<file path="src/hw/rtl/fpsc_pkg.sv">
// Shared constants, tables and stage counts for the fixed-point sine and cosine pipeline.
`timescale 1ns / 1ps
`default_nettype none

package fpsc_pkg;

    // Pipeline depth of each section
    localparam int REDUCE_STAGES = 5;
    localparam int SERIES_STAGES = 8;
    localparam int TOTAL_STAGES  = REDUCE_STAGES + SERIES_STAGES;

    // One full turn in tenths of a degree
    localparam longint unsigned TURN_TENTHS = 64'd3600;

    // Multiple of a turn that lifts any 32-bit signed angle to a non-negative value
    localparam logic [32:0] TURN_OFFSET = 33'd2147486400;

    // Quadrant boundaries of a reduced angle
    localparam logic [11:0] QUARTER_TURN  = 12'd900;
    localparam logic [11:0] HALF_TURN     = 12'd1800;
    localparam logic [11:0] THREE_QUARTER = 12'd2700;
    localparam logic [11:0] FULL_TURN     = 12'd3600;

    // Partial-sum reduction steps (sum of five residues stays below five turns)
    localparam logic [14:0] TURN_X1 = 15'd3600;
    localparam logic [14:0] TURN_X2 = 15'd7200;
    localparam logic [14:0] TURN_X3 = 15'd10800;
    localparam logic [14:0] TURN_X4 = 15'd14400;

    // Residue of each byte of the lifted angle, modulo one turn
    typedef logic [11:0] mod_tbl_t [256];

    function automatic mod_tbl_t build_mod_tbl(input int unsigned byte_pos);
        longint unsigned weight;
        mod_tbl_t        tbl;
        weight = (64'd1 << (8 * byte_pos)) % TURN_TENTHS;
        for (int i = 0; i < 256; i++)
        begin
            tbl[i] = 12'((longint'(i) * weight) % TURN_TENTHS);
        end
        return tbl;
    endfunction

    localparam mod_tbl_t MOD_TBL0 = build_mod_tbl(0);
    localparam mod_tbl_t MOD_TBL1 = build_mod_tbl(1);
    localparam mod_tbl_t MOD_TBL2 = build_mod_tbl(2);
    localparam mod_tbl_t MOD_TBL3 = build_mod_tbl(3);
    localparam logic [11:0] MSB_RESIDUE = 12'((64'd1 << 32) % TURN_TENTHS);

    // Degrees-tenths to Q16 radians: t * 1143819 / 10000
    localparam logic [20:0] SCALE_MUL   = 21'd1143819;
    localparam int          DIV10K_SHIFT = 44;
    localparam logic [30:0] DIV10K_MUL  =
        31'(((64'd1 << DIV10K_SHIFT) + 64'd9999) / 64'd10000);

    // Taylor coefficient dividers as reciprocal multiplies
    localparam int          DIV6_SHIFT = 21;
    localparam logic [18:0] DIV6_MUL   = 19'(((64'd1 << DIV6_SHIFT) + 64'd5) / 64'd6);
    localparam int          DIV120_SHIFT = 27;
    localparam logic [20:0] DIV120_MUL   =
        21'(((64'd1 << DIV120_SHIFT) + 64'd119) / 64'd120);
    localparam int          DIV5040_SHIFT = 34;
    localparam logic [21:0] DIV5040_MUL   =
        22'(((64'd1 << DIV5040_SHIFT) + 64'd5039) / 64'd5040);

    localparam logic [16:0] Q16_ONE = 17'd65536;

endpackage

`default_nettype wire

</file>
<file path="src/hw/rtl/fpsc_series.sv">
// One lane: scale to Q16 radians, four-term Taylor series, clamp and sign.
`timescale 1ns / 1ps
`default_nettype none

module fpsc_series (
    input  wire logic                                  clk,
    input  wire logic [fpsc_pkg::SERIES_STAGES-1:0]    ena,
    input  wire logic [9:0]                            t,
    input  wire logic                                  neg,
    output logic signed [17:0]                         result
);

    logic [29:0] scaled_reg;
    logic [16:0] x_reg [1:6];
    logic [17:0] x2_reg [2:4];
    logic [17:0] p3_reg;
    logic [19:0] p5_reg;
    logic [20:0] p7_reg;
    logic [15:0] d3_reg [4:6];
    logic [13:0] d5_reg [5:6];
    logic [8:0]  d7_reg;
    logic        neg_reg [0:6];
    logic signed [17:0] result_reg;

    logic [29:0] scaled_next;
    logic [60:0] div10k_prod;
    logic [33:0] sq_prod;
    logic [34:0] cube_prod;
    logic [35:0] p5_prod;
    logic [36:0] d3_prod;
    logic [37:0] p7_prod;
    logic [40:0] d5_prod;
    logic [42:0] d7_prod;
    logic signed [18:0] sum;
    logic [16:0] mag;
    logic signed [17:0] result_next;

    always_comb
    begin
        scaled_next = 30'(31'(t) * 31'(fpsc_pkg::SCALE_MUL));
        div10k_prod = 61'(scaled_reg) * 61'(fpsc_pkg::DIV10K_MUL);
        sq_prod     = 34'(x_reg[1]) * 34'(x_reg[1]);
        cube_prod   = 35'(x_reg[2]) * 35'(x2_reg[2]);
        p5_prod     = 36'(p3_reg) * 36'(x2_reg[3]);
        d3_prod     = 37'(p3_reg) * 37'(fpsc_pkg::DIV6_MUL);
        p7_prod     = 38'(p5_reg) * 38'(x2_reg[4]);
        d5_prod     = 41'(p5_reg) * 41'(fpsc_pkg::DIV120_MUL);
        d7_prod     = 43'(p7_reg) * 43'(fpsc_pkg::DIV5040_MUL);

        sum = $signed({2'b00, x_reg[6]})
            - $signed({3'b000, d3_reg[6]})
            + $signed({5'b00000, d5_reg[6]})
            - $signed({10'b0000000000, d7_reg});

        // Clamp to 0..one before applying the quadrant sign
        if (sum[18])
        begin
            mag = 17'd0;
        end
        else if (sum[17:0] > {1'b0, fpsc_pkg::Q16_ONE})
        begin
            mag = fpsc_pkg::Q16_ONE;
        end
        else
        begin
            mag = sum[16:0];
        end

        result_next = neg_reg[6] ? -$signed({1'b0, mag}) : $signed({1'b0, mag});
    end

    always_ff @(posedge clk)
    begin
        if (ena[0])
        begin
            scaled_reg <= scaled_next;
            neg_reg[0] <= neg;
        end
        if (ena[1])
        begin
            x_reg[1]   <= div10k_prod[60:44];
            neg_reg[1] <= neg_reg[0];
        end
        if (ena[2])
        begin
            x_reg[2]   <= x_reg[1];
            x2_reg[2]  <= sq_prod[33:16];
            neg_reg[2] <= neg_reg[1];
        end
        if (ena[3])
        begin
            x_reg[3]   <= x_reg[2];
            x2_reg[3]  <= x2_reg[2];
            p3_reg     <= cube_prod[33:16];
            neg_reg[3] <= neg_reg[2];
        end
        if (ena[4])
        begin
            x_reg[4]   <= x_reg[3];
            x2_reg[4]  <= x2_reg[3];
            p5_reg     <= p5_prod[35:16];
            d3_reg[4]  <= d3_prod[36:21];
            neg_reg[4] <= neg_reg[3];
        end
        if (ena[5])
        begin
            x_reg[5]   <= x_reg[4];
            p7_reg     <= p7_prod[36:16];
            d3_reg[5]  <= d3_reg[4];
            d5_reg[5]  <= d5_prod[40:27];
            neg_reg[5] <= neg_reg[4];
        end
        if (ena[6])
        begin
            x_reg[6]   <= x_reg[5];
            d7_reg     <= d7_prod[42:34];
            d5_reg[6]  <= d5_reg[5];
            d3_reg[6]  <= d3_reg[5];
            neg_reg[6] <= neg_reg[5];
        end
        if (ena[7])
        begin
            result_reg <= result_next;
        end
    end

    assign result = result_reg;

endmodule

`default_nettype wire
</file>
<file path="config.mk">
export PLATFORM = sky130hd
export DESIGN_NAME = fpsc_series
export DESIGN_NICKNAME = d
export VERILOG_FILES = /design/src/hw/rtl/fpsc_pkg.sv /design/src/hw/rtl/fpsc_series.sv
export SDC_FILE = /design/constraint.sdc
export NUM_CORES = 2
export LEC_CHECK = 0
export BUFFER_PORTS_ARGS = -buffer_cell sky130_fd_sc_hd__buf_2
export CORE_MARGIN = 2
export CORE_UTILIZATION = 45
export DETAILED_ROUTE_END_ITERATION = 16
export HOLD_SLACK_MARGIN = 0.02
export PLACE_DENSITY = 0.63
export SYNTH_ARGS = -nofsm -noshare
export SYNTH_HDL_FRONTEND = slang
export SYNTH_SLANG_ARGS = --single-unit
</file>
<file path="constraint.sdc">
create_clock -name clk -period 10.2 [get_ports clk]
set_clock_uncertainty 0.2 [all_clocks]
set_input_delay 1.53 -clock clk [delete_from_list [all_inputs] [get_ports clk]]
set_output_delay 1.53 -clock clk [all_outputs]
set_load 0.05 [all_outputs]
</file>
* Word-level counts from Yosys, hierarchy flattened
Memories as Yosys holds them, arrays and structs flattened.
Cells that the tools add are included.
** Storage, ports and cells
- Input bits :: 20
- Word-level logic and storage cells :: 43
- ROM bits :: 0
- Bits in latches :: 0
- Flip-flop bits (word level) :: 116
- Memory bits (writable) :: 239
- Memories kept :: 5
- Output and inout port bits :: 18
** Cells by class
- Add/subtract/negate cells :: 4
- Multiplexer cells :: 17
- Eq/ne operators :: 0
- Multiply operators :: 9
- Divide/modulo/power cells :: 0
- Bitwise logic cells :: 0
- Shifts and indexed selects :: 0
- Reductions and logical operators :: 0
- Order comparisons :: 1
** Memories
- x_reg :: depth 6, bits a word 17, read ports 6, clocked after memory_dff 0, write ports 6, line fpsc_series.sv:14 : logic [16:0] x_reg [1:6];
- x2_reg :: depth 3, bits a word 18, read ports 3, clocked after memory_dff 0, write ports 3, line fpsc_series.sv:15 : logic [17:0] x2_reg [2:4];
- d3_reg :: depth 3, bits a word 16, read ports 3, clocked after memory_dff 0, write ports 3, line fpsc_series.sv:19 : logic [15:0] d3_reg [4:6];
- d5_reg :: depth 2, bits a word 14, read ports 2, clocked after memory_dff 0, write ports 2, line fpsc_series.sv:20 : logic [13:0] d5_reg [5:6];
- neg_reg :: depth 7, bits a word 1, read ports 7, clocked after memory_dff 0, write ports 7, line fpsc_series.sv:22 : logic neg_reg [0:6];
** Operator list (number)
- $mul A30 B31 Y61 const B :: 1
- $mux W17 :: 3
- $mul A21 B22 Y43 const B :: 1
- $mul A20 B20 Y40 const B :: 1
- $mul A20 B18 Y37 :: 1
- $mul A18 B18 Y36 :: 1
- $mul A18 B18 Y36 const B :: 1
- $mul A17 B17 Y34 :: 1
- $mul A17 B18 Y34 :: 1
- $mul A10 B21 Y30 const B :: 1
- $add A18 B15 Y19 :: 1
- $sub A19 B10 Y19 :: 1
- $gt A18 B17 Y1 const B :: 1
- $neg A17 Y18 :: 1
- $sub A17 B16 Y18 :: 1
- $mux W1 :: 14

* Depth between registers and ports, before layout
An unclocked memory read counts as a cell.
- Depth in word-level cells :: 9
- Mapped depth :: 31
- Mapped depth without buffers :: 31

* Worst setup path after synthesis
No wires, ideal clock.
- Kind :: flip-flop to flip-flop
- Start :: reg scaled_reg[7]
- End :: reg x_reg[0][28] (netlist name)
- Period minus slack after synthesis :: 7.333 ns
- Slack :: 2.867 ns
- Buffers on the path :: 0
- Required time :: 9.718 ns
- Data arrival time :: 6.851 ns
- Cell stages (with the launch flop) :: 24
- Setup time :: 0.282 ns
- Path through :: edfxtp_1 -> inv_1 -> fa_1 -> fa_1 -> inv_1 -> fa_1 -> fa_1 -> fa_1 -> fa_1 -> fa_1 -> inv_1 -> fa_1 -> inv_1 -> ha_1 -> a21oi_1 -> a21oi_1 -> o311a_1 -> o21ai_0 -> nand4_1 -> a221oi_1 -> o21ai_1 -> a21oi_1 -> a2bb2oi_1 -> a221oi_1
** RTL lines
- start: declaration :: line fpsc_series.sv:13 : logic [29:0] scaled_reg;
- start signal: assignment :: line fpsc_series.sv:76 : scaled_reg <= scaled_next;

==> metrics.txt <==
largest net degree at the start of global routing 73; CTS tree done; Hold Vio Cnt, Final 0; critical path arrival 8.56 ns; Row Count 157; later-pin clock latency in the skew report 0.64 ns; cts repair resizes 0; mean post-synth cell area between 10 and 15 µm²; net count after synthesis 11200; Vias 53900; postcts setup bufs 0; # IOs 38; GRT Util Overall between 20 and 25%; CTS buffer count 46; flop-to-flop setup slack 1.76 ns; Netlist cell types 78; Clock Tree Root clkbuf_16; CTS H-Tree Depth 2; Reg2Reg Depth 23; max-cap violations 0; Synthesis Warnings 0; Die Ht 432 µm; Fin Hold WS roughly 0.19 ns; pre-CTS setup slack 1.66 ns; relative slew slack 20.6%; hold wc startpoint d3_reg[1][14]$_DFFE_PP_; final slew viol count 0; Critical Path End Type flip-flop; ys async rst share 0%; clock-pin slew on the worst setup and hold paths 0.06 ns; Least-Margin Pin Slew 1.19 ns; hold path cells 0; first-pass GRT wire length 325 mm; CTS sink count between 300 and 400; most numerous cell in the Yosys netlist inv_1; DP Wirelength 163 mm; Synth Cell Area 0.0824 mm²; critical path class reg -> reg; Top cell by count, worst path fa_1; DRT iter0 DRCs 2543; startpoint types flip-flop; Max stage delay cell, worst path edfxtp_1; Routed Antenna Nets 0; Fin Setup TNS 0 ns; Synth area leaders fa_1 (40%), ha_1 (21%), edfxtp_1 (13%), inv_1 (10%), nand2_1 (3.9%); top cells by count, synth inv_1 (2299), fa_1 (1628), ha_1 (1361); Die Wd 432 µm; Critical R2R Launch scaled_reg[7]$_DFFE_PP_; drt total wl 199 mm; Fmax 0.119 GHz; worst-path maximum fanout 8; Area Overhead vs Synth 5.31%; Port-buffer cells 37; Main synth FF type edfxtp_1; final setup vio count 0; critical path, cell by cell inv_1, fa_1, fa_1, inv_1, fa_1, fa_1, fa_1, fa_1, fa_1, inv_1, fa_1, inv_1, ha_1, a21oi_1, a21oi_1, o311a_1, o21ai_0, nand4_1, a221oi_1, o21ai_1, a21oi_1, a2bb2oi_1, a221oi_1; GP Congestion 0.925; grt ovf 0; Vias/cell between 5 and 6; top cell type by total area after synthesis fa_1; CP Data Required Time about 10 ns; Mapped Cells 8173; share of cells above drive strength 1 under 10%; Core Area approximately 0.18 mm²; initial antenna violation count 2; register area share after synthesis 12.9%; final core utilization 47.6%; HP Class reg -> reg; hold_buf cts 0; Residual DRC 0; Final Cycle Share between 80% and 90%; Synth top area share 39.6%; Nets 11100; Hold EP d3_reg[1][30]$_DFFE_PP_; fin crit period 8.44 ns; starting density of the core 45.2%; Post-synth EDFFs 355; status completed; fin worst setup slack ~1.8 ns; reg2reg end x_reg[0][28]$_DFFE_PP_; delay-heaviest family, CP adder cells; drt first pass iters 5; WL/cell 18.9 µm; Buf/Inv on CP 4; crit-path max cell delay 0.61 ns; CTS Buffer Depth 3; die area 0.187 mm²; fillcell total approximately 17000; synthesized flop and latch total 355; Largest register FFs between 100 and 150; RSZ-0062 raised after global routing false; number of global-route vias before repair 59700
[layout make-up]
| type | count | area, µm² | share of cell area (%) |
|---|---|---|---|
| Tap cell | 2385 | 2980 | 3.44 |
| Clock inverter | 34 | 357 | 0.411 |
| Multi-Input combinational cell | 5309 | 62300 | 71.8 |
| Antenna cell | 1 | 2.50 | 0.00288 |
| Clock buffer | 49 | 1160 | 1.34 |
| Sequential cell | 355 | 10700 | 12.3 |
| Timing Repair Buffer | 101 | 671 | 0.773 |
| Inverter | 2299 | 8630 | 9.94 |
[per-layer routing]
| layer | wire, µm | share of wire (%) | GRT usage, % | vias to the layer above |
|---|---|---|---|---|
| met5 | 13 | 0.0065 | 0 | - |
| met4 | 5210 | 2.6 | 5.31 | 2 |
| met3 | 8520 | 4.3 | 2.44 | 279 |
| met2 | 99300 | 50 | 39.0 | 1134 |
| met1 | 85800 | 43 | 29.5 | 27800 |
| li1 | - | - | - | 24700 |
[through the flow]
step	instance area (µm²)	instances
2_1_floorplan	82400	8173
3_3_place_gp	85300	10400
3_5_place_dp	85300	10400
4_1_cts	86800	10500
5_1_grt	86800	10500
6_report	86800	10500
[cells in the final DEF, fill, tap and decap left out, types with 46 or more instances in the layout]
| master | instances |
|---|---|
| inv_1 | 2299 |
| fa_1 | 1628 |
| ha_1 | 1361 |
| nand2_1 | 849 |
| edfxtp_1 | 355 |
| and2_1 | 347 |
| nor2_1 | 151 |
| a21oi_1 | 140 |
| xnor2_1 | 139 |
| o21ai_0 | 69 |
| buf_4 | 66 |
| xor2_1 | 65 |
| a21o_1 | 64 |
| nand3_1 | 50 |
| nor3_1 | 46 |
| clkbuf_16 | 46 |
[cells by family after synthesis]
kind of cell | share of synthesized area, %
simple gates | 9.20
flops | 12.9
buf+inv | 11.4
compound gates | 4.00
fa+ha+maj | 60.2
xor+xnor | 2.19
mux | 0.0137
[worst max-delay path by stage]
stage / from / endpoint / slack, ns / depth (start not counted)
finish: scaled_reg[7]$_DFFE_PP_ / x_reg[0][28]$_DFFE_PP_ / 1.76 / 23
CTS: scaled_reg[7]$_DFFE_PP_ / x_reg[0][28]$_DFFE_PP_ / 1.61 / 23
global placement: scaled_reg[7]$_DFFE_PP_ / x_reg[0][28]$_DFFE_PP_ / 1.76 / 23
floorplan: scaled_reg[7]$_DFFE_PP_ / x_reg[0][28]$_DFFE_PP_ / 2.87 / 23
detailed placement: scaled_reg[7]$_DFFE_PP_ / x_reg[0][28]$_DFFE_PP_ / 1.66 / 23
global route: scaled_reg[7]$_DFFE_PP_ / x_reg[0][28]$_DFFE_PP_ / 1.16 / 23
Power is left out: the tool's default activity adds up to more than one toggle a clock period on the data nets, which glitch-free logic cannot reach.
