[src/hw/rtl/fpsc_pkg.sv]
// Shared constants, tables and stage counts for the fixed-point sine and cosine pipeline.
`timescale 1ns / 1ps
`default_nettype none

package fpsc_pkg;

    // Pipeline depth of each section
    localparam int REDUCE_STAGES = 5;
    localparam int SERIES_STAGES = 8;
    localparam int TOTAL_STAGES  = REDUCE_STAGES + SERIES_STAGES;

    // One full turn in tenths of a degree
    localparam longint unsigned TURN_TENTHS = 64'd3600;

    // Multiple of a turn that lifts any 32-bit signed angle to a non-negative value
    localparam logic [32:0] TURN_OFFSET = 33'd2147486400;

    // Quadrant boundaries of a reduced angle
    localparam logic [11:0] QUARTER_TURN  = 12'd900;
    localparam logic [11:0] HALF_TURN     = 12'd1800;
    localparam logic [11:0] THREE_QUARTER = 12'd2700;
    localparam logic [11:0] FULL_TURN     = 12'd3600;

    // Partial-sum reduction steps (sum of five residues stays below five turns)
    localparam logic [14:0] TURN_X1 = 15'd3600;
    localparam logic [14:0] TURN_X2 = 15'd7200;
    localparam logic [14:0] TURN_X3 = 15'd10800;
    localparam logic [14:0] TURN_X4 = 15'd14400;

    // Residue of each byte of the lifted angle, modulo one turn
    typedef logic [11:0] mod_tbl_t [256];

    function automatic mod_tbl_t build_mod_tbl(input int unsigned byte_pos);
        longint unsigned weight;
        mod_tbl_t        tbl;
        weight = (64'd1 << (8 * byte_pos)) % TURN_TENTHS;
        for (int i = 0; i < 256; i++)
        begin
            tbl[i] = 12'((longint'(i) * weight) % TURN_TENTHS);
        end
        return tbl;
    endfunction

    localparam mod_tbl_t MOD_TBL0 = build_mod_tbl(0);
    localparam mod_tbl_t MOD_TBL1 = build_mod_tbl(1);
    localparam mod_tbl_t MOD_TBL2 = build_mod_tbl(2);
    localparam mod_tbl_t MOD_TBL3 = build_mod_tbl(3);
    localparam logic [11:0] MSB_RESIDUE = 12'((64'd1 << 32) % TURN_TENTHS);

    // Degrees-tenths to Q16 radians: t * 1143819 / 10000
    localparam logic [20:0] SCALE_MUL   = 21'd1143819;
    localparam int          DIV10K_SHIFT = 44;
    localparam logic [30:0] DIV10K_MUL  =
        31'(((64'd1 << DIV10K_SHIFT) + 64'd9999) / 64'd10000);

    // Taylor coefficient dividers as reciprocal multiplies
    localparam int          DIV6_SHIFT = 21;
    localparam logic [18:0] DIV6_MUL   = 19'(((64'd1 << DIV6_SHIFT) + 64'd5) / 64'd6);
    localparam int          DIV120_SHIFT = 27;
    localparam logic [20:0] DIV120_MUL   =
        21'(((64'd1 << DIV120_SHIFT) + 64'd119) / 64'd120);
    localparam int          DIV5040_SHIFT = 34;
    localparam logic [21:0] DIV5040_MUL   =
        22'(((64'd1 << DIV5040_SHIFT) + 64'd5039) / 64'd5040);

    localparam logic [16:0] Q16_ONE = 17'd65536;

endpackage

`default_nettype wire

[src/hw/rtl/fpsc_reduce.sv]
// Angle reduction to one turn, cosine offset and first-quadrant fold for both lanes.
`timescale 1ns / 1ps
`default_nettype none

module fpsc_reduce (
    input  wire logic                                  clk,
    input  wire logic [fpsc_pkg::REDUCE_STAGES-1:0]    ena,
    input  wire logic signed [31:0]                    angle_tenths,
    output logic      [9:0]                            sin_t,
    output logic                                       sin_neg,
    output logic      [9:0]                            cos_t,
    output logic                                       cos_neg
);

    logic [32:0] lift_reg;
    logic [32:0] lift_next;
    logic [14:0] psum_reg;
    logic [14:0] psum_next;
    logic [11:0] red_reg;
    logic [11:0] red_next;
    logic [11:0] sin_a_reg;
    logic [11:0] cos_a_reg;
    logic [11:0] cos_a_next;
    logic [9:0]  sin_t_reg;
    logic [9:0]  cos_t_reg;
    logic        sin_neg_reg;
    logic        cos_neg_reg;
    logic [10:0] sin_fold_next;
    logic [10:0] cos_fold_next;

    // Fold into 0..900, return {negate, angle}
    function automatic logic [10:0] fold(input logic [11:0] a);
        logic [11:0] t;
        logic        neg;
        if (a <= fpsc_pkg::QUARTER_TURN)
        begin
            t   = a;
            neg = 1'b0;
        end
        else if (a <= fpsc_pkg::HALF_TURN)
        begin
            t   = fpsc_pkg::HALF_TURN - a;
            neg = 1'b0;
        end
        else if (a <= fpsc_pkg::THREE_QUARTER)
        begin
            t   = a - fpsc_pkg::HALF_TURN;
            neg = 1'b1;
        end
        else
        begin
            t   = fpsc_pkg::FULL_TURN - a;
            neg = 1'b1;
        end
        return {neg, t[9:0]};
    endfunction

    always_comb
    begin
        // Lift by a whole number of turns so the remainder is never negative
        lift_next = {angle_tenths[31], angle_tenths} + fpsc_pkg::TURN_OFFSET;

        psum_next = 15'(fpsc_pkg::MOD_TBL0[lift_reg[7:0]])
                  + 15'(fpsc_pkg::MOD_TBL1[lift_reg[15:8]])
                  + 15'(fpsc_pkg::MOD_TBL2[lift_reg[23:16]])
                  + 15'(fpsc_pkg::MOD_TBL3[lift_reg[31:24]])
                  + (lift_reg[32] ? 15'(fpsc_pkg::MSB_RESIDUE) : 15'd0);

        if (psum_reg >= fpsc_pkg::TURN_X4)
        begin
            red_next = 12'(psum_reg - fpsc_pkg::TURN_X4);
        end
        else if (psum_reg >= fpsc_pkg::TURN_X3)
        begin
            red_next = 12'(psum_reg - fpsc_pkg::TURN_X3);
        end
        else if (psum_reg >= fpsc_pkg::TURN_X2)
        begin
            red_next = 12'(psum_reg - fpsc_pkg::TURN_X2);
        end
        else if (psum_reg >= fpsc_pkg::TURN_X1)
        begin
            red_next = 12'(psum_reg - fpsc_pkg::TURN_X1);
        end
        else
        begin
            red_next = psum_reg[11:0];
        end

        // Cosine angle: add a quarter turn and wrap
        if (red_reg >= fpsc_pkg::THREE_QUARTER)
        begin
            cos_a_next = red_reg - fpsc_pkg::THREE_QUARTER;
        end
        else
        begin
            cos_a_next = red_reg + fpsc_pkg::QUARTER_TURN;
        end

        sin_fold_next = fold(sin_a_reg);
        cos_fold_next = fold(cos_a_reg);
    end

    always_ff @(posedge clk)
    begin
        if (ena[0])
        begin
            lift_reg <= lift_next;
        end
        if (ena[1])
        begin
            psum_reg <= psum_next;
        end
        if (ena[2])
        begin
            red_reg <= red_next;
        end
        if (ena[3])
        begin
            sin_a_reg <= red_reg;
            cos_a_reg <= cos_a_next;
        end
        if (ena[4])
        begin
            sin_neg_reg <= sin_fold_next[10];
            sin_t_reg   <= sin_fold_next[9:0];
            cos_neg_reg <= cos_fold_next[10];
            cos_t_reg   <= cos_fold_next[9:0];
        end
    end

    assign sin_t   = sin_t_reg;
    assign sin_neg = sin_neg_reg;
    assign cos_t   = cos_t_reg;
    assign cos_neg = cos_neg_reg;

endmodule

`default_nettype wire

[config.mk]
export PLATFORM = sky130hd
export DESIGN_NAME = fpsc_reduce
export DESIGN_NICKNAME = d
export VERILOG_FILES = /design/src/hw/rtl/fpsc_pkg.sv /design/src/hw/rtl/fpsc_reduce.sv
export SDC_FILE = /design/constraint.sdc
export NUM_CORES = 1
export LEC_CHECK = 0
export ABC_AREA = 1
export BUFFER_PORTS_ARGS = -buffer_cell sky130_fd_sc_hd__buf_2
export CAP_MARGIN = 20
export CORE_MARGIN = 4
export CORE_UTILIZATION = 60
export DETAILED_ROUTE_END_ITERATION = 16
export GPL_ROUTABILITY_DRIVEN = 0
export PLACE_DENSITY = 0.84
export SYNTH_ARGS = -nofsm -noshare
export SYNTH_HDL_FRONTEND = slang
export SYNTH_SLANG_ARGS = --single-unit
[constraint.sdc]
create_clock -name clk -period 11.2 [get_ports clk]
set_input_delay 0.56 -clock clk [delete_from_list [all_inputs] [get_ports clk]]
set_output_delay 0.56 -clock clk [all_outputs]
set_load 0.01 [all_outputs]
# [Word level (Yosys, flattened, before mapping)]
# Memories as Yosys holds them, arrays and structs flattened.
# Index checks and enable logic that the tools add are counted.
[classes] n_mux=22 div_mod_pow=0 n_bitwise=4 magnitude_cmp=15 add_sub_neg=17 n_reduce_logical=0 eq_ne=0 n_shift=0 n_mul=0
[ops] op="2-to-1 mux 12 bit" count=13
[ops] op="2-to-1 mux 10 bit" count=6
[ops] op="subtractor 12 bit, second input constant" count=5
[ops] op="subtractor 10 bit, first input constant" count=4
[ops] op=">= comparator 9 bit, second input constant" count=4
[ops] op="inverter 8 -> 9 bit" count=4
[ops] op="adder 33 x 32 -> 33 bit, second input constant" count=1
[ops] op=">= comparator 15 x 14 -> 1 bit, second input constant" count=2
[ops] op="less-or-equal comparator 12 x 10 -> 1 bit, second input constant" count=2
[ops] op="less-or-equal comparator 12 x 11 -> 1 bit, second input constant" count=2
[ops] op="less-or-equal comparator 12 bit, second input constant" count=2
[ops] op="subtractor 10 bit, second input constant" count=2
[ops] op="adder 14 x 12 -> 15 bit" count=1
[ops] op="adder 15 x 11 -> 15 bit" count=1
[ops] op=">= comparator 15 x 12 -> 1 bit, second input constant" count=1
[ops] op=">= comparator 15 x 13 -> 1 bit, second input constant" count=1
[ops] op="adder 13 x 12 -> 14 bit" count=1
[ops] op="adder 12 x 12 -> 13 bit" count=1
[ops] op="adder 12 x 10 -> 12 bit, second input constant" count=1
[ops] op=">= comparator 12 bit, second input constant" count=1
[ops] op="2-to-1 mux 11 bit" count=1
[ops] op="2-to-1 mux 1 bit" count=2
[totals] elab_cells=71 output_inout_bits=22 latch_bits=0 mem_bits_rw=0 in_bits=38 regBits=106 rom_bits=12288 memories=4
[memory_table] memory="(name not given)" depth=256 word_bits=12 rd=1 rd_clocked_by_memory_dff=0 write_ports=0 line="fpsc_reduce.sv:66" source="+ 15'(fpsc_pkg::MOD_TBL3[lift_reg[31:24]])"
[memory_table] memory="(name not given)" depth=256 word_bits=12 rd=1 rd_clocked_by_memory_dff=0 write_ports=0 line="fpsc_reduce.sv:65" source="+ 15'(fpsc_pkg::MOD_TBL2[lift_reg[23:16]])"
[memory_table] memory="(name not given)" depth=256 word_bits=12 rd=1 rd_clocked_by_memory_dff=0 write_ports=0 line="fpsc_reduce.sv:64" source="+ 15'(fpsc_pkg::MOD_TBL1[lift_reg[15:8]])"
[memory_table] memory="(name not given)" depth=256 word_bits=12 rd=1 rd_clocked_by_memory_dff=0 write_ports=0 line="fpsc_reduce.sv:63" source="psum_next = 15'(fpsc_pkg::MOD_TBL0[lift_reg[7:0]])"

# [Logic depth before layout (Yosys ltp)]
[depth] depth_word=8 ltp_mapped=26 ltp_nobuf=26

# [Worst setup path before layout]
# OpenSTA, ideal clock, no wires.
[synth_timing] path_type="register to register" start="reg lift_reg[17]" end="reg psum_reg[14] (data pin)" required_time_ns=10.946 path_buffers=0 stages_incl_launch_ff=24 t_arrival_ns=4.238 path_slack_ns=6.708 synth_period_minus_slack_ns=4.492 cell_sequence="edfxtp_1 > inv_1 > ha_1 > inv_1 > nand2_1 > o21ai_1 > o21ai_1 > nor2_1 > nor2_1 > nand2_1 > nand2_1 > nand2_1 > nand2_1 > inv_1 > fa_1 > fa_1 > fa_1 > fa_1 > nand3_1 > nand2_1 > a21oi_1 > o21bai_1 > a21oi_1 > nor2_1"
[synth_between] elab_chain_cells=7
[synth_lines] element="start, declared" line="fpsc_reduce.sv:15" source="logic [32:0] lift_reg;"
[synth_lines] element="start signal, assigned" line="fpsc_reduce.sv:108" source="lift_reg <= lift_next;"
[synth_lines] element="inverter 8 -> 9 bit (not written as such)" line="fpsc_reduce.sv:65"
[synth_lines] element="memory read (256 x 12 bit)"
[synth_lines] element="2-to-1 mux 12 bit (not written as such) (2 in a row)" line="fpsc_reduce.sv:65"
[synth_lines] element="adder 13 x 12 -> 14 bit" line="fpsc_reduce.sv:65"
[synth_lines] element="adder 14 x 12 -> 15 bit" line="fpsc_reduce.sv:66"
[synth_lines] element="adder 15 x 11 -> 15 bit" line="fpsc_reduce.sv:67" source="+ (lift_reg[32] ? 15'(fpsc_pkg::MSB_RESIDUE) : 15'd0);"
[synth_lines] element="named net psum_next[14]" line="fpsc_reduce.sv:18" source="logic [14:0] psum_next;"
[synth_lines] element="end signal, assigned" line="fpsc_reduce.sv:112" source="psum_reg <= psum_next;"
[synth_lines] element="end, declared" line="fpsc_reduce.sv:17" source="logic [14:0] psum_reg;"
# The timed path passes the listed nets, and every way through them passes these cells. The select of a mux whose other input is x is not followed.
# A chain may end at the register's enable or synchronous reset.

# [Worst setup path in the final report]
[layout_timing] start="reg lift_reg[21]" end="reg psum_reg[14] (data pin)"
# Same word-level chain as after synthesis.

==> results_dict.tcl <==
set metrics [dict create \
    synth.largest_area_cell "edfxtp_1" \
    drt_iter0_markers 1931 \
    path_class "reg -> reg" \
    status "complete, no violations" \
    htreeDepth 3 \
    netlist_top_cells_area "edfxtp_1 (24%), nand2_1 (21%), nand3_1 (7.7%)" \
    async_flop_share_pct 0 \
    first_pass_iters 6 \
    maxCapViolCount 0 \
    hold_viol_final 0 \
    synth_seq_area_share_pct 23.65 \
    tightestPinTransition_ns 1.126 \
    routedWlPerCell_um 16.45 \
    nets 2205 \
    die_w_um 155.6 \
    final_antenna_net_count 0 \
    gr-total-overflow 0 \
    syn-num-nets 2210 \
    largest_reg_flops 33 \
    insertion_delay_ns 0.37 \
    finalSetupTns_ns 0 \
    start_util_pct 61.62 \
    clk_pin_slew_worst_paths_ns 0.08 \
    numPortBuffers 59 \
    synthCells 2096 \
    skew_ns 0.01367 \
    post-route-drc-count 0 \
    cts_resized 0 \
    slowest_stage "edfxtp_1" \
    ctsHoldBuffers 0 \
    power.leakage_nw 6.683 \
    relSlewSlack_pct 24.96 \
    cp.arrival_ns 6.06 \
    cts_buffer_depth 2 \
    whs_ns 0.3646 \
    grt_start_max_net_pins 51 \
    finalMaxSlewViolations 0 \
    syn-cell-area_um2 13080 \
    grt_first_pass_wirelength_um 64250 \
    num_vias 14660 \
    critPathMaxFanout 21 \
    totalWireLength_um 39010 \
    rsz0062_at_grt "no" \
    postCtsSetupRepairBufs 0 \
    period_needed_ns 5.934 \
    numCtsBuffers 9 \
    peakVddDrop_v 0.0001057 \
    setup_viol 0 \
    dpl.hpwl_um 29010 \
    cts-root-buf "clkbuf_16" \
    drive_gt1_share_pct 7.538 \
    required_ns 11.33 \
    cp-start-kind "flip-flop" \
    track_usage_pct 31.47 \
    yosys_warnings 0 \
    crit_chain "clkinv_1 -> nor2_1 -> inv_1 -> a21oi_1 -> a21oi_1 -> nand3_1 -> nand2_1 -> nand2_1 -> nand2_1 -> inv_1 -> fa_1 -> fa_1 -> fa_1 -> fa_1 -> nand3_1 -> nand2_1 -> a21oi_1 -> o21bai_1 -> a21oi_1 -> nor2_1" \
    cts_tree "built" \
    synth_edf_count 103 \
    powerDensity_nw_per_um2 206.1 \
    syn_avg_cell_area_um2 6.239 \
    antenna_found_initial 1 \
    num_rows 53 \
    area_growth_syn_to_layout_pct 4.239 \
    grt_pass1_vias 13920 \
    fin_crit_sh_pct 52.98 \
    io_pins 60 \
    slowest_delay_ns 0.82 \
    die_area_um2 24220 \
    clkSinkCount 103 \
    max_freq_ghz 0.1685 \
    ys_types 49 \
    synth_top_area_share_pct 23.65 \
    final_common_cell "nand2_1" \
    final_cell_mix "nand2_1 (739), nand3_1 (201), inv_1 (188), nor2_1 (177), o21ai_0 (124)" \
    viasPerCell 6.181 \
    min_path_type "in -> reg" \
    die_h_um 155.6 \
    cp-end-kind "flip-flop" \
    ys.flop_type "edfxtp_1" \
    core-area_um2 21220 \
    synth_seq_cells 103 \
]
==> report_power, final <==
part	switching (W)	leakage [nW]	internal, W	total (W)
Clock	0.000165	0.170	0.000204	0.000369
Sequential	0.000176	1.01	0.000614	0.000791
Combinational	0.00106	5.50	0.000586	0.00165
Total	0.00141	6.68	0.00140	0.00281
==> cell type report <==
type / count / area, µm²
multi-input combinational: 1697 / 8701
fill: 1936 / 7590
sequential: 103 / 3093
inverter: 218 / 823.3
tap: 275 / 344.1
timing repair buffer: 62 / 317.8
clock buffer: 9 / 225.2
clock inverter: 7 / 123.9
antenna: 1 / 2.502
==> cell usage after synthesis, types with 12 or more instances <==
library cell / instances
a21oi_1: 98
a31oi_1: 12
buf_2: 33
clkbuf_1: 19
edfxtp_1: 103
fa_1: 16
ha_1: 60
inv_1: 188
inv_2: 27
nand2_1: 739
nand2_2: 12
nand3_1: 201
nand4_1: 34
nor2_1: 177
nor3_1: 15
o211ai_1: 20
o21ai_0: 124
o21ai_1: 35
xor2_1: 61
==> final timing paths <==
path / cells after the start / to / startpoint / slack, ns
setup / recovery: 20 / psum_reg[14] / lift_reg[21] / 5.27
hold / removal: 1 / lift_reg[2] / angle_tenths[2] / 0.36
setup reg to reg: 20 / psum_reg[14] / lift_reg[21] / 5.27
hold reg to reg: 0 / psum_reg[3] / lift_reg[3] / 0.41
==> cell families after synthesis <==
| logic type | Yosys count | synth area share, % |
|---|---|---|
| xor gates and xnor gates | 72 | 4.822 |
| DFF | 103 | 23.65 |
| and+or+nand+nor | 1220 | 39.49 |
| buffers and inverters | 296 | 9.808 |
| muxes | 1 | 0.07655 |
| adders and majority gates | 76 | 8.191 |
| AOI/OAI and AO/OA | 328 | 13.96 |
==> stage by stage <==
stage / utilization, % / cells / setup slack [ns] / total power (W) / area, µm²
after floorplan: - / 2096 / 6.708 / 0.002026 / 13080
after global placement: 62.58 / 2355 / 5.598 / 0.002318 / 13280
after detailed placement: 62.58 / 2355 / 5.482 / 0.002390 / 13280
after CTS: 64.22 / 2371 / 5.477 / 0.002769 / 13630
after global routing: 64.23 / 2372 / 4.921 / 0.003046 / 13630
final: 64.23 / 2372 / 5.266 / 0.002810 / 13630
==> per-layer routing <==
| layer | GRT usage [%] | vias to the layer above | part of all wire, % | wire length [µm] |
|---|---|---|---|---|
| li1 | - | 6879 | - | - |
| met1 | 38.52 | 6559 | 38 | 14650 |
| met2 | 53.34 | 1010 | 47 | 18230 |
| met3 | 5.770 | 214 | 11 | 4174 |
| met4 | 15.67 | 0 | 5.0 | 1951 |
| met5 | 0 | - | 0 | 0 |
==> critical path, delay by kind of cell, from the launching register on <==
| family | cells | cell delay [ns] |
|---|---|---|
| AND/OR/NAND/NOR | 8 | 1.34 |
| adder cells (fa/ha/maj) | 4 | 1.93 |
| buffers and inverters | 3 | 0.97 |
| flip-flops | 1 | 0.82 |
| AO/OA/AOI/OAI | 5 | 0.64 |
(Power assumes the default switching activity.)
